## src/rtl/gmv_pkg.sv

```systemverilog
// ----------------------------------------------------------------------------
// gmv_pkg
// Shared widths, constants, types and the divider step for the grid mesh
// vertex index generator.
// ----------------------------------------------------------------------------
package gmv_pkg;

    localparam int CFG_W     = 11;          // cells_per_side and coordinates
    localparam int STR_W     = CFG_W + 1;   // row stride, N+1
    localparam int FRAC_BITS = 16;
    localparam int POS_W     = 17;          // unsigned Q1.16
    localparam int IDX_W     = 21;
    localparam int MASK_W    = 8;
    localparam int MAX_CELLS = 1024;
    localparam int N_RESET   = 64;

    // Pipeline: one entry stage plus the divider stages.
    localparam int NSTG      = 5;
    localparam int DIV_STEPS = FRAC_BITS / (NSTG - 1);  // quotient bits per stage

    localparam logic [POS_W-1:0] POS_ONE = POS_W'(1 << FRAC_BITS);

    typedef struct packed {
        logic [CFG_W-1:0]     rem;
        logic [FRAC_BITS-1:0] quo;
    } div_t;

    // Stage enables and the active cell count, top to divider
    typedef struct packed {
        logic [NSTG:1]    en;
        logic [CFG_W-1:0] n;
    } gmv_ctl_t;

    // DIV_STEPS restoring steps; remainder stays below n
    function automatic div_t div_step(div_t d_in, logic [CFG_W-1:0] n);
        div_t           d;
        logic [CFG_W:0] t;
        d = d_in;
        for (int i = 0; i < DIV_STEPS; i++)
        begin
            t = {d.rem, 1'b0};
            if (t >= {1'b0, n})
            begin
                d.rem = CFG_W'(t - {1'b0, n});
                d.quo = {d.quo[FRAC_BITS-2:0], 1'b1};
            end
            else
            begin
                d.rem = t[CFG_W-1:0];
                d.quo = {d.quo[FRAC_BITS-2:0], 1'b0};
            end
        end
        return d;
    endfunction

endpackage

```

## src/rtl/gmv_div.sv

```systemverilog
// ----------------------------------------------------------------------------
// gmv_div
// Pipelined restoring divider: floor(coord * 2^FRAC_BITS / n), saturated to
// one when coord >= n.
// ----------------------------------------------------------------------------
module gmv_div (
    input  logic                     clk,
    input  gmv_pkg::gmv_ctl_t        ctl,
    input  logic [gmv_pkg::CFG_W-1:0] coord,
    output logic [gmv_pkg::POS_W-1:0] pos
);
    import gmv_pkg::*;

    div_t d_reg   [1:NSTG];
    logic sat_reg [1:NSTG];

    // entry stage: seed remainder with the coordinate
    always_ff @(posedge clk)
    begin
        if (ctl.en[1])
        begin
            sat_reg[1]   <= (coord >= ctl.n);
            d_reg[1].rem <= (coord >= ctl.n) ? '0 : coord;
            d_reg[1].quo <= '0;
        end
    end

    for (genvar k = 2; k <= NSTG; k++)
    begin : g_stage
        always_ff @(posedge clk)
        begin
            if (ctl.en[k])
            begin
                sat_reg[k] <= sat_reg[k-1];
                d_reg[k]   <= div_step(d_reg[k-1], ctl.n);
            end
        end
    end

    assign pos = sat_reg[NSTG] ? POS_ONE : POS_W'(d_reg[NSTG].quo);

endmodule

```

## src/rtl/grid_mesh_vertex_index_generator.sv

```systemverilog
// ----------------------------------------------------------------------------
// grid_mesh_vertex_index_generator
// Per-vertex position, border stitching mask and cell triangle indices for a
// square grid of N cells per side.
// ----------------------------------------------------------------------------
// Usage:
//   cfg_*   : one-word write of cells_per_side (0 reads as 1, values above
//             the cell limit clamp). cfg_ready is always high; write only
//             while the pipe is empty.
//   vert_*  : one word per vertex (col, row); taken when vert_valid is high
//             and vert_stall low.
//   res_*   : one result word per vertex, in order; taken when res_valid is
//             high and res_stall low.
// One vertex per cycle while res_stall is low, through the entry and
// divider stages to res_valid. The depth is set by the 16-bit position
// divide, 4 quotient bits per stage over four stages, behind one entry
// stage holding the row*stride multiply and the border logic.
// Each stage moves when it is empty or the stage after it moves, so a stall
// on res backs up only as far as the pipe is full; bubbles are squeezed out
// and vert_stall rises only when every stage holds a word.
// Reset empties the pipe and loads cells_per_side with 64.
// ----------------------------------------------------------------------------
module grid_mesh_vertex_index_generator (
    input  logic                       clk,
    input  logic                       rst_n,
    input  logic                       cfg_valid,
    output logic                       cfg_ready,
    input  logic [gmv_pkg::CFG_W-1:0]  cfg_data,
    input  logic                       vert_valid,
    output logic                       vert_stall,
    input  logic [gmv_pkg::CFG_W-1:0]  col,
    input  logic [gmv_pkg::CFG_W-1:0]  row,
    output logic                       res_valid,
    input  logic                       res_stall,
    output logic [gmv_pkg::POS_W-1:0]  pos_x,
    output logic [gmv_pkg::POS_W-1:0]  pos_y,
    output logic [gmv_pkg::MASK_W-1:0] border_mask,
    output logic                       has_cell,
    output logic [gmv_pkg::IDX_W-1:0]  tri_a0,
    output logic [gmv_pkg::IDX_W-1:0]  tri_a1,
    output logic [gmv_pkg::IDX_W-1:0]  tri_a2,
    output logic [gmv_pkg::IDX_W-1:0]  tri_b0,
    output logic [gmv_pkg::IDX_W-1:0]  tri_b1,
    output logic [gmv_pkg::IDX_W-1:0]  tri_b2
);
    import gmv_pkg::*;

    // ---------------- configuration ----------------
    logic [CFG_W-1:0] n_reg, n_next;
    logic [STR_W-1:0] stride_reg, stride_next;

    assign cfg_ready = 1'b1;

    // clamp to 1..MAX_CELLS
    always_comb
    begin
        if (cfg_data == '0)
            n_next = CFG_W'(1);
        else if (32'(cfg_data) > MAX_CELLS)
            n_next = CFG_W'(MAX_CELLS);
        else
            n_next = cfg_data;
        stride_next = {1'b0, n_next} + STR_W'(1);
    end

    always_ff @(posedge clk or negedge rst_n)
    begin
        if (!rst_n)
        begin
            n_reg      <= CFG_W'(N_RESET);
            stride_reg <= STR_W'(N_RESET + 1);
        end
        else if (cfg_valid && cfg_ready)
        begin
            n_reg      <= n_next;
            stride_reg <= stride_next;
        end
    end

    // ---------------- pipeline flow control ----------------
    logic [NSTG:1]   vld_reg;
    logic [NSTG+1:1] en;

    always_comb
    begin
        en[NSTG+1] = !res_stall;
        for (int k = NSTG; k >= 1; k--)
            en[k] = !vld_reg[k] || en[k+1];
    end

    assign vert_stall = !en[1];

    always_ff @(posedge clk or negedge rst_n)
    begin
        if (!rst_n)
            vld_reg <= '0;
        else
        begin
            if (en[1])
                vld_reg[1] <= vert_valid;
            for (int k = 2; k <= NSTG; k++)
                if (en[k])
                    vld_reg[k] <= vld_reg[k-1];
        end
    end

    // ---------------- entry stage logic ----------------
    logic                    in_grid, row_inner, col_inner, cell_next;
    logic [MASK_W-1:0]       mask_next;
    logic [CFG_W+STR_W-1:0]  prod_full;

    always_comb
    begin
        in_grid   = (col <= n_reg) && (row <= n_reg);
        row_inner = (row != '0) && (row != n_reg);
        col_inner = (col != '0) && (col != n_reg);
        cell_next = (col < n_reg) && (row < n_reg);
        mask_next = '0;
        if (in_grid)
        begin
            // pair bits: coordinate odd, coordinate mod 4 in {2,3}
            if (col == '0 && row_inner)   mask_next[1:0] = row[1:0];
            if (col == n_reg && row_inner) mask_next[3:2] = row[1:0];
            if (row == '0 && col_inner)   mask_next[5:4] = col[1:0];
            if (row == n_reg && col_inner) mask_next[7:6] = col[1:0];
        end
    end

    assign prod_full = row * stride_reg;

    // ---------------- index and side-band pipeline ----------------
    logic [MASK_W-1:0] mask_reg [1:NSTG];
    logic              cell_reg [1:NSTG];
    logic [CFG_W-1:0]  s1_col_reg;
    logic [IDX_W-1:0]  s1_prod_reg;
    logic [IDX_W-1:0]  a0_reg [2:NSTG];   // (c, r)
    logic [IDX_W-1:0]  a1_reg [3:NSTG];   // (c, r+1)
    logic [IDX_W-1:0]  a2_reg [3:NSTG];   // (c+1, r)
    logic [IDX_W-1:0]  b2_reg [4:NSTG];   // (c+1, r+1)

    always_ff @(posedge clk)
    begin
        if (en[1])
        begin
            mask_reg[1]  <= mask_next;
            cell_reg[1]  <= cell_next;
            s1_col_reg   <= col;
            s1_prod_reg  <= prod_full[IDX_W-1:0];
        end
        for (int k = 2; k <= NSTG; k++)
        begin
            if (en[k])
            begin
                mask_reg[k] <= mask_reg[k-1];
                cell_reg[k] <= cell_reg[k-1];
            end
        end
        if (en[2])
            a0_reg[2] <= s1_prod_reg + IDX_W'(s1_col_reg);
        if (en[3])
        begin
            a0_reg[3] <= a0_reg[2];
            a1_reg[3] <= a0_reg[2] + IDX_W'(stride_reg);
            a2_reg[3] <= a0_reg[2] + IDX_W'(1);
        end
        if (en[4])
        begin
            a0_reg[4] <= a0_reg[3];
            a1_reg[4] <= a1_reg[3];
            a2_reg[4] <= a2_reg[3];
            b2_reg[4] <= a1_reg[3] + IDX_W'(1);
        end
        if (en[5])
        begin
            a0_reg[5] <= a0_reg[4];
            a1_reg[5] <= a1_reg[4];
            a2_reg[5] <= a2_reg[4];
            b2_reg[5] <= b2_reg[4];
        end
    end

    // ---------------- position dividers ----------------
    gmv_ctl_t div_ctl;

    assign div_ctl.en = en[NSTG:1];
    assign div_ctl.n  = n_reg;

    gmv_div u_div_x (
        .clk   (clk),
        .ctl   (div_ctl),
        .coord (col),
        .pos   (pos_x)
    );

    gmv_div u_div_y (
        .clk   (clk),
        .ctl   (div_ctl),
        .coord (row),
        .pos   (pos_y)
    );

    // ---------------- result word ----------------
    assign res_valid   = vld_reg[NSTG];
    assign border_mask = mask_reg[NSTG];
    assign has_cell    = cell_reg[NSTG];
    assign tri_a0      = has_cell ? a0_reg[NSTG] : '0;
    assign tri_a1      = has_cell ? a1_reg[NSTG] : '0;
    assign tri_a2      = has_cell ? a2_reg[NSTG] : '0;
    assign tri_b0      = has_cell ? a2_reg[NSTG] : '0;
    assign tri_b1      = has_cell ? a1_reg[NSTG] : '0;
    assign tri_b2      = has_cell ? b2_reg[NSTG] : '0;

`ifndef SYNTHESIS
    // a cell vertex has col and row below n, so its position is below one
    a_cell_pos: assert property (@(posedge clk) disable iff (!rst_n)
        res_valid && has_cell |-> !pos_x[FRAC_BITS] && !pos_y[FRAC_BITS])
        else $error("cell vertex with saturated position");

    // upper row of the cell is one stride above the lower row
    a_stride: assert property (@(posedge clk) disable iff (!rst_n)
        res_valid && has_cell |-> tri_a1 == IDX_W'(tri_a0 + IDX_W'(stride_reg)))
        else $error("triangle rows not one stride apart");

    a_corner: assert property (@(posedge clk) disable iff (!rst_n)
        res_valid && has_cell |-> tri_b2 == IDX_W'(tri_a1 + IDX_W'(1)))
        else $error("far corner index mismatch");

    // corners carry no stitching: side and bottom/top pairs never mix
    a_mask: assert property (@(posedge clk) disable iff (!rst_n)
        res_valid |-> !((border_mask[3:0] != '0) && (border_mask[7:4] != '0)))
        else $error("stitch bits on two crossing edges");

    // input backs up only when the entry stage holds a word
    a_stall: assert property (@(posedge clk) disable iff (!rst_n)
        vert_stall |-> vld_reg[1] && res_valid)
        else $error("input stalled with room in the pipe");
`endif

endmodule
```

## config.mk

```make
export PLATFORM = sky130hd
export DESIGN_NAME = grid_mesh_vertex_index_generator
export DESIGN_NICKNAME = d
export VERILOG_FILES = /design/src/rtl/gmv_pkg.sv /design/src/rtl/gmv_div.sv /design/src/rtl/grid_mesh_vertex_index_generator.sv
export SDC_FILE = /design/constraint.sdc
export NUM_CORES = 2
export LEC_CHECK = 0
export CAP_MARGIN = 10
export CELL_PAD_IN_SITES_DETAIL_PLACEMENT = 1
export CELL_PAD_IN_SITES_GLOBAL_PLACEMENT = 1
export CORE_ASPECT_RATIO = 0.8
export CORE_MARGIN = 2
export CORE_UTILIZATION = 47
export CTS_CLUSTER_DIAMETER = 150
export CTS_CLUSTER_SIZE = 10
export DETAILED_ROUTE_END_ITERATION = 12
export DONT_BUFFER_PORTS = 1
export HOLD_SLACK_MARGIN = 0.06
export PLACE_DENSITY_LB_ADDON = 0.1
export SETUP_SLACK_MARGIN = 0.4
export SKIP_LAST_GASP = 1
export SLEW_MARGIN = 20
export SYNTH_ARGS = -nofsm -noshare
export SYNTH_HDL_FRONTEND = slang
export SYNTH_SLANG_ARGS = --single-unit
```

## constraint.sdc

```tcl
create_clock -name clk -period 9.8 [get_ports clk]
set_clock_uncertainty 0.2 [all_clocks]
set_input_delay 1.96 -clock clk [delete_from_list [all_inputs] [get_ports clk]]
set_output_delay 1.96 -clock clk [all_outputs]
set_load 0.02 [all_outputs]
```

==> impl_metrics.py <==
metrics = {
    "outcome": {
        "outcome": "finished clean",
    },
    "synth": {
        "synthesized_area_per_cell_um2": 10.2,
        "mappedNetlistNets": 4616,
        "netlist_area_um2": 41400,
        "yosysWarnings": 0,
        "synth_sequential_area_ratio": 0.384,
        "synth.most_common_cell": "sky130_fd_sc_hd__edfxtp_1",
        "netlist_instances": 4054,
        "synthTopCellsByCount": "sky130_fd_sc_hd__edfxtp_1 (507), sky130_fd_sc_hd__ha_1 (426), sky130_fd_sc_hd__nor2_1 (313)",
        "synth_area_leader_cell": "sky130_fd_sc_hd__edfxtp_1",
        "ys.flop_type": "sky130_fd_sc_hd__edfxtp_1",
        "synthTopCellsByArea": "sky130_fd_sc_hd__edfxtp_1 (37%), sky130_fd_sc_hd__ha_1 (13%), sky130_fd_sc_hd__fa_1 (4.7%)",
        "synthDistinctLibCells": 94,
        "synth_top_cell_area_share": 0.367,
        "yosys_register_bits": 535,
        "synth_enable_flop_cells": 507,
        "async_reset_ff_frac": 0.0523,
    },
    "floorplanning": {
        "die_width_um": 336,
        "starting_utilization_of_the_core_area": 0.474,
        "floorplan.core_area_um2": 87500,
        "row_cnt": 97,
        "die-height_um": 270,
        "io-pin-count": 210,
        "design.die.area_um2": 90600,
    },
    "route": {
        "route.antenna.remaining_nets": 0,
        "dr_total_vias": 30957,
        "average_wire_per_cell_in_the_routed_design_um": 22.7,
        "firstDrtPassIters": 5,
        "drc": 0,
        "detail_route.vias_per_cell": 5.81,
        "first_iter_violations": 1931,
        "routed_wirelength_um": 121000,
    },
    "min_path": {
        "min_path_type": "reg -> reg",
    },
    "timing": {
        "fin_crit_sh": 0.929,
        "hold_ws_ns": 0.195,
        "clock.fmax_ghz": 0.110,
        "report.final.hold_viol_count": 0,
        "setup_slack_ns": 0.697,
        "setup_total_negative_slack_ns": 0,
        "period_needed_ns": 9.10,
        "report.final.slew_viol_count": 0,
        "relSlewSlack": 0.251,
        "tightestPinTransition_ns": 1.12,
        "finalSetupViolCount": 0,
        "rsz0062_at_grt": "no",
    },
    "global_route": {
        "grt_overflow_total": 0,
        "global_route_wire_length_before_repair_um": 185000,
        "grt.total_usage": 0.261,
        "grt_start_max_net_pins": 88,
        "first_global_vias": 31688,
        "antenna_found_initial": 4,
    },
    "cts": {
        "clkLatencyLatePin_ns": 0.68,
        "cts_tree": "built",
        "clk_transition_reported_paths_ns": 0.08,
        "clock_tree.buffer_depth": 3,
        "cts_num_sinks": 535,
        "cts.root.buffer_cell": "sky130_fd_sc_hd__clkbuf_16",
        "clock_tree.htree_level_count": 2,
        "cts_buffers": 59,
    },
    "cells_and_area": {
        "diodes": 0,
        "final_net_count": 4685,
        "layout-drive-gt1-share": 0.127,
        "synthToLayoutAreaGrowth_pct": 11.0,
    },
    "worst_setup_path": {
        "worst_setup_path_type": "reg -> reg",
        "critical-path-top-cell-by-count": "sky130_fd_sc_hd__o21ai_1",
        "worst_ep_arrival_time_ns": 9.29,
        "worst_setup_sp_type": "flop",
        "critPathMaxStageDelay_ns": 0.45,
        "cp_max_fo": 8,
        "cp_slowest_cell": "sky130_fd_sc_hd__o41a_1",
        "worstPathRequired_ns": 9.99,
        "setup.worst_path.end_class": "flop",
    },
    "placement": {
        "detailedPlace.worstSlack_ns": -0.0345,
        "gp_congestion": 0.873,
        "post-dp-hpwl_um": 91100,
        "place.port_buffers": 0,
    },
    "run": {
        "timing.max_cap.violations": 0,
    },
}
-- what timing repair did --
item                                    CTS  global route
gates resized for setup                  26           144
endpoints found under the setup margin   68            74
gates cloned                              0             5
setup buffers                             5            48
hold buffers                              0             0
pin swaps                                 4            50
-- per-stage QoR --
stage,area (um2),std cells,utilization
2_1_floorplan,41600,4054,-
3_3_place_gp,43100,5192,0.493
3_5_place_dp,43100,5192,0.493
4_1_cts,44900,5279,0.513
5_1_grt,46000,5332,0.526
6_report,46000,5332,0.526
-- cell usage in the layout, fill, tap and decap left out, types with 20 or more instances in the layout --
cell type / count
sky130_fd_sc_hd__xor2_1: 106
sky130_fd_sc_hd__nor2_1: 305
sky130_fd_sc_hd__nor2b_1: 84
sky130_fd_sc_hd__ha_1: 406
sky130_fd_sc_hd__buf_4: 133
sky130_fd_sc_hd__and3_1: 42
sky130_fd_sc_hd__a21oi_1: 219
sky130_fd_sc_hd__nor3_1: 68
sky130_fd_sc_hd__clkbuf_16: 59
sky130_fd_sc_hd__a21o_1: 91
sky130_fd_sc_hd__edfxtp_1: 507
sky130_fd_sc_hd__dfrtp_1: 23
sky130_fd_sc_hd__fa_1: 97
sky130_fd_sc_hd__or2_2: 20
sky130_fd_sc_hd__inv_1: 231
sky130_fd_sc_hd__mux2_2: 116
sky130_fd_sc_hd__mux2i_1: 34
sky130_fd_sc_hd__and2_1: 189
sky130_fd_sc_hd__o31ai_1: 22
sky130_fd_sc_hd__nand3_1: 91
sky130_fd_sc_hd__nand2_1: 255
sky130_fd_sc_hd__nand2b_1: 58
sky130_fd_sc_hd__nand4_1: 32
sky130_fd_sc_hd__o21bai_1: 23
sky130_fd_sc_hd__o21a_1: 58
sky130_fd_sc_hd__o21ai_0: 165
sky130_fd_sc_hd__xnor2_1: 211
-- critical path, delay by kind of cell, from the launching register on --
kind	cells	cell delay (ns)
AO/OA/AOI/OAI	22	4.69
adder cells (fa/ha/maj)	5	1.21
flip-flops	1	0.44
multiplexers	1	0.19
buffers and inverters	5	0.77
AND/OR/NAND/NOR	7	1.38
-- logic make-up after synthesis --
logic type	synth area share
and+or+nand+nor	0.150
AOI/OAI and AO/OA	0.136
muxes	0.0455
xor gates and xnor gates	0.0670
adders and majority gates	0.176
other	0.0000905
DFF	0.384
buffers and inverters	0.0416
-- area by class of cell --
cell class	count	area (um2)
Sequential cell	535	15900
Timing Repair Buffer	153	1300
Fill cell	9534	41500
Clock inverter	4	97.6
Clock buffer	78	1550
Multi-Input combinational cell	3123	24700
Inverter	251	973
Tap cell	1188	1490
-- metal layers --
metal,routed length (um),up-vias,GRT usage
li1,-,14750,-
met1,60000,15444,0.391
met2,53200,622,0.403
met3,5400,139,0.0342
met4,2400,2,0.0549
met5,17,-,0
-- path summary, 6_finish.rpt --
| kind | start | endpoint | slack, ns | depth (start not counted) |
|---|---|---|---|---|
| max in group asynchronous | rst_n | n_reg[6] | 8.40 | 0 |
| max reg2reg | n_reg[1] | u_div_x.d_reg[0][78] | 0.70 | 40 |
| min in group asynchronous | rst_n | stride_reg[3] | 0.77 | 0 |
| min | u_div_x.sat_reg[0][4] | u_div_x.sat_reg[0][5] | 0.20 | 0 |
| max | n_reg[1] | u_div_x.d_reg[0][78] | 0.70 | 40 |
| min reg2reg | u_div_x.sat_reg[0][4] | u_div_x.sat_reg[0][5] | 0.20 | 0 |
Power is left out: the tool's default activity adds up to more than one toggle a clock period on the data nets, which glitch-free logic cannot reach.
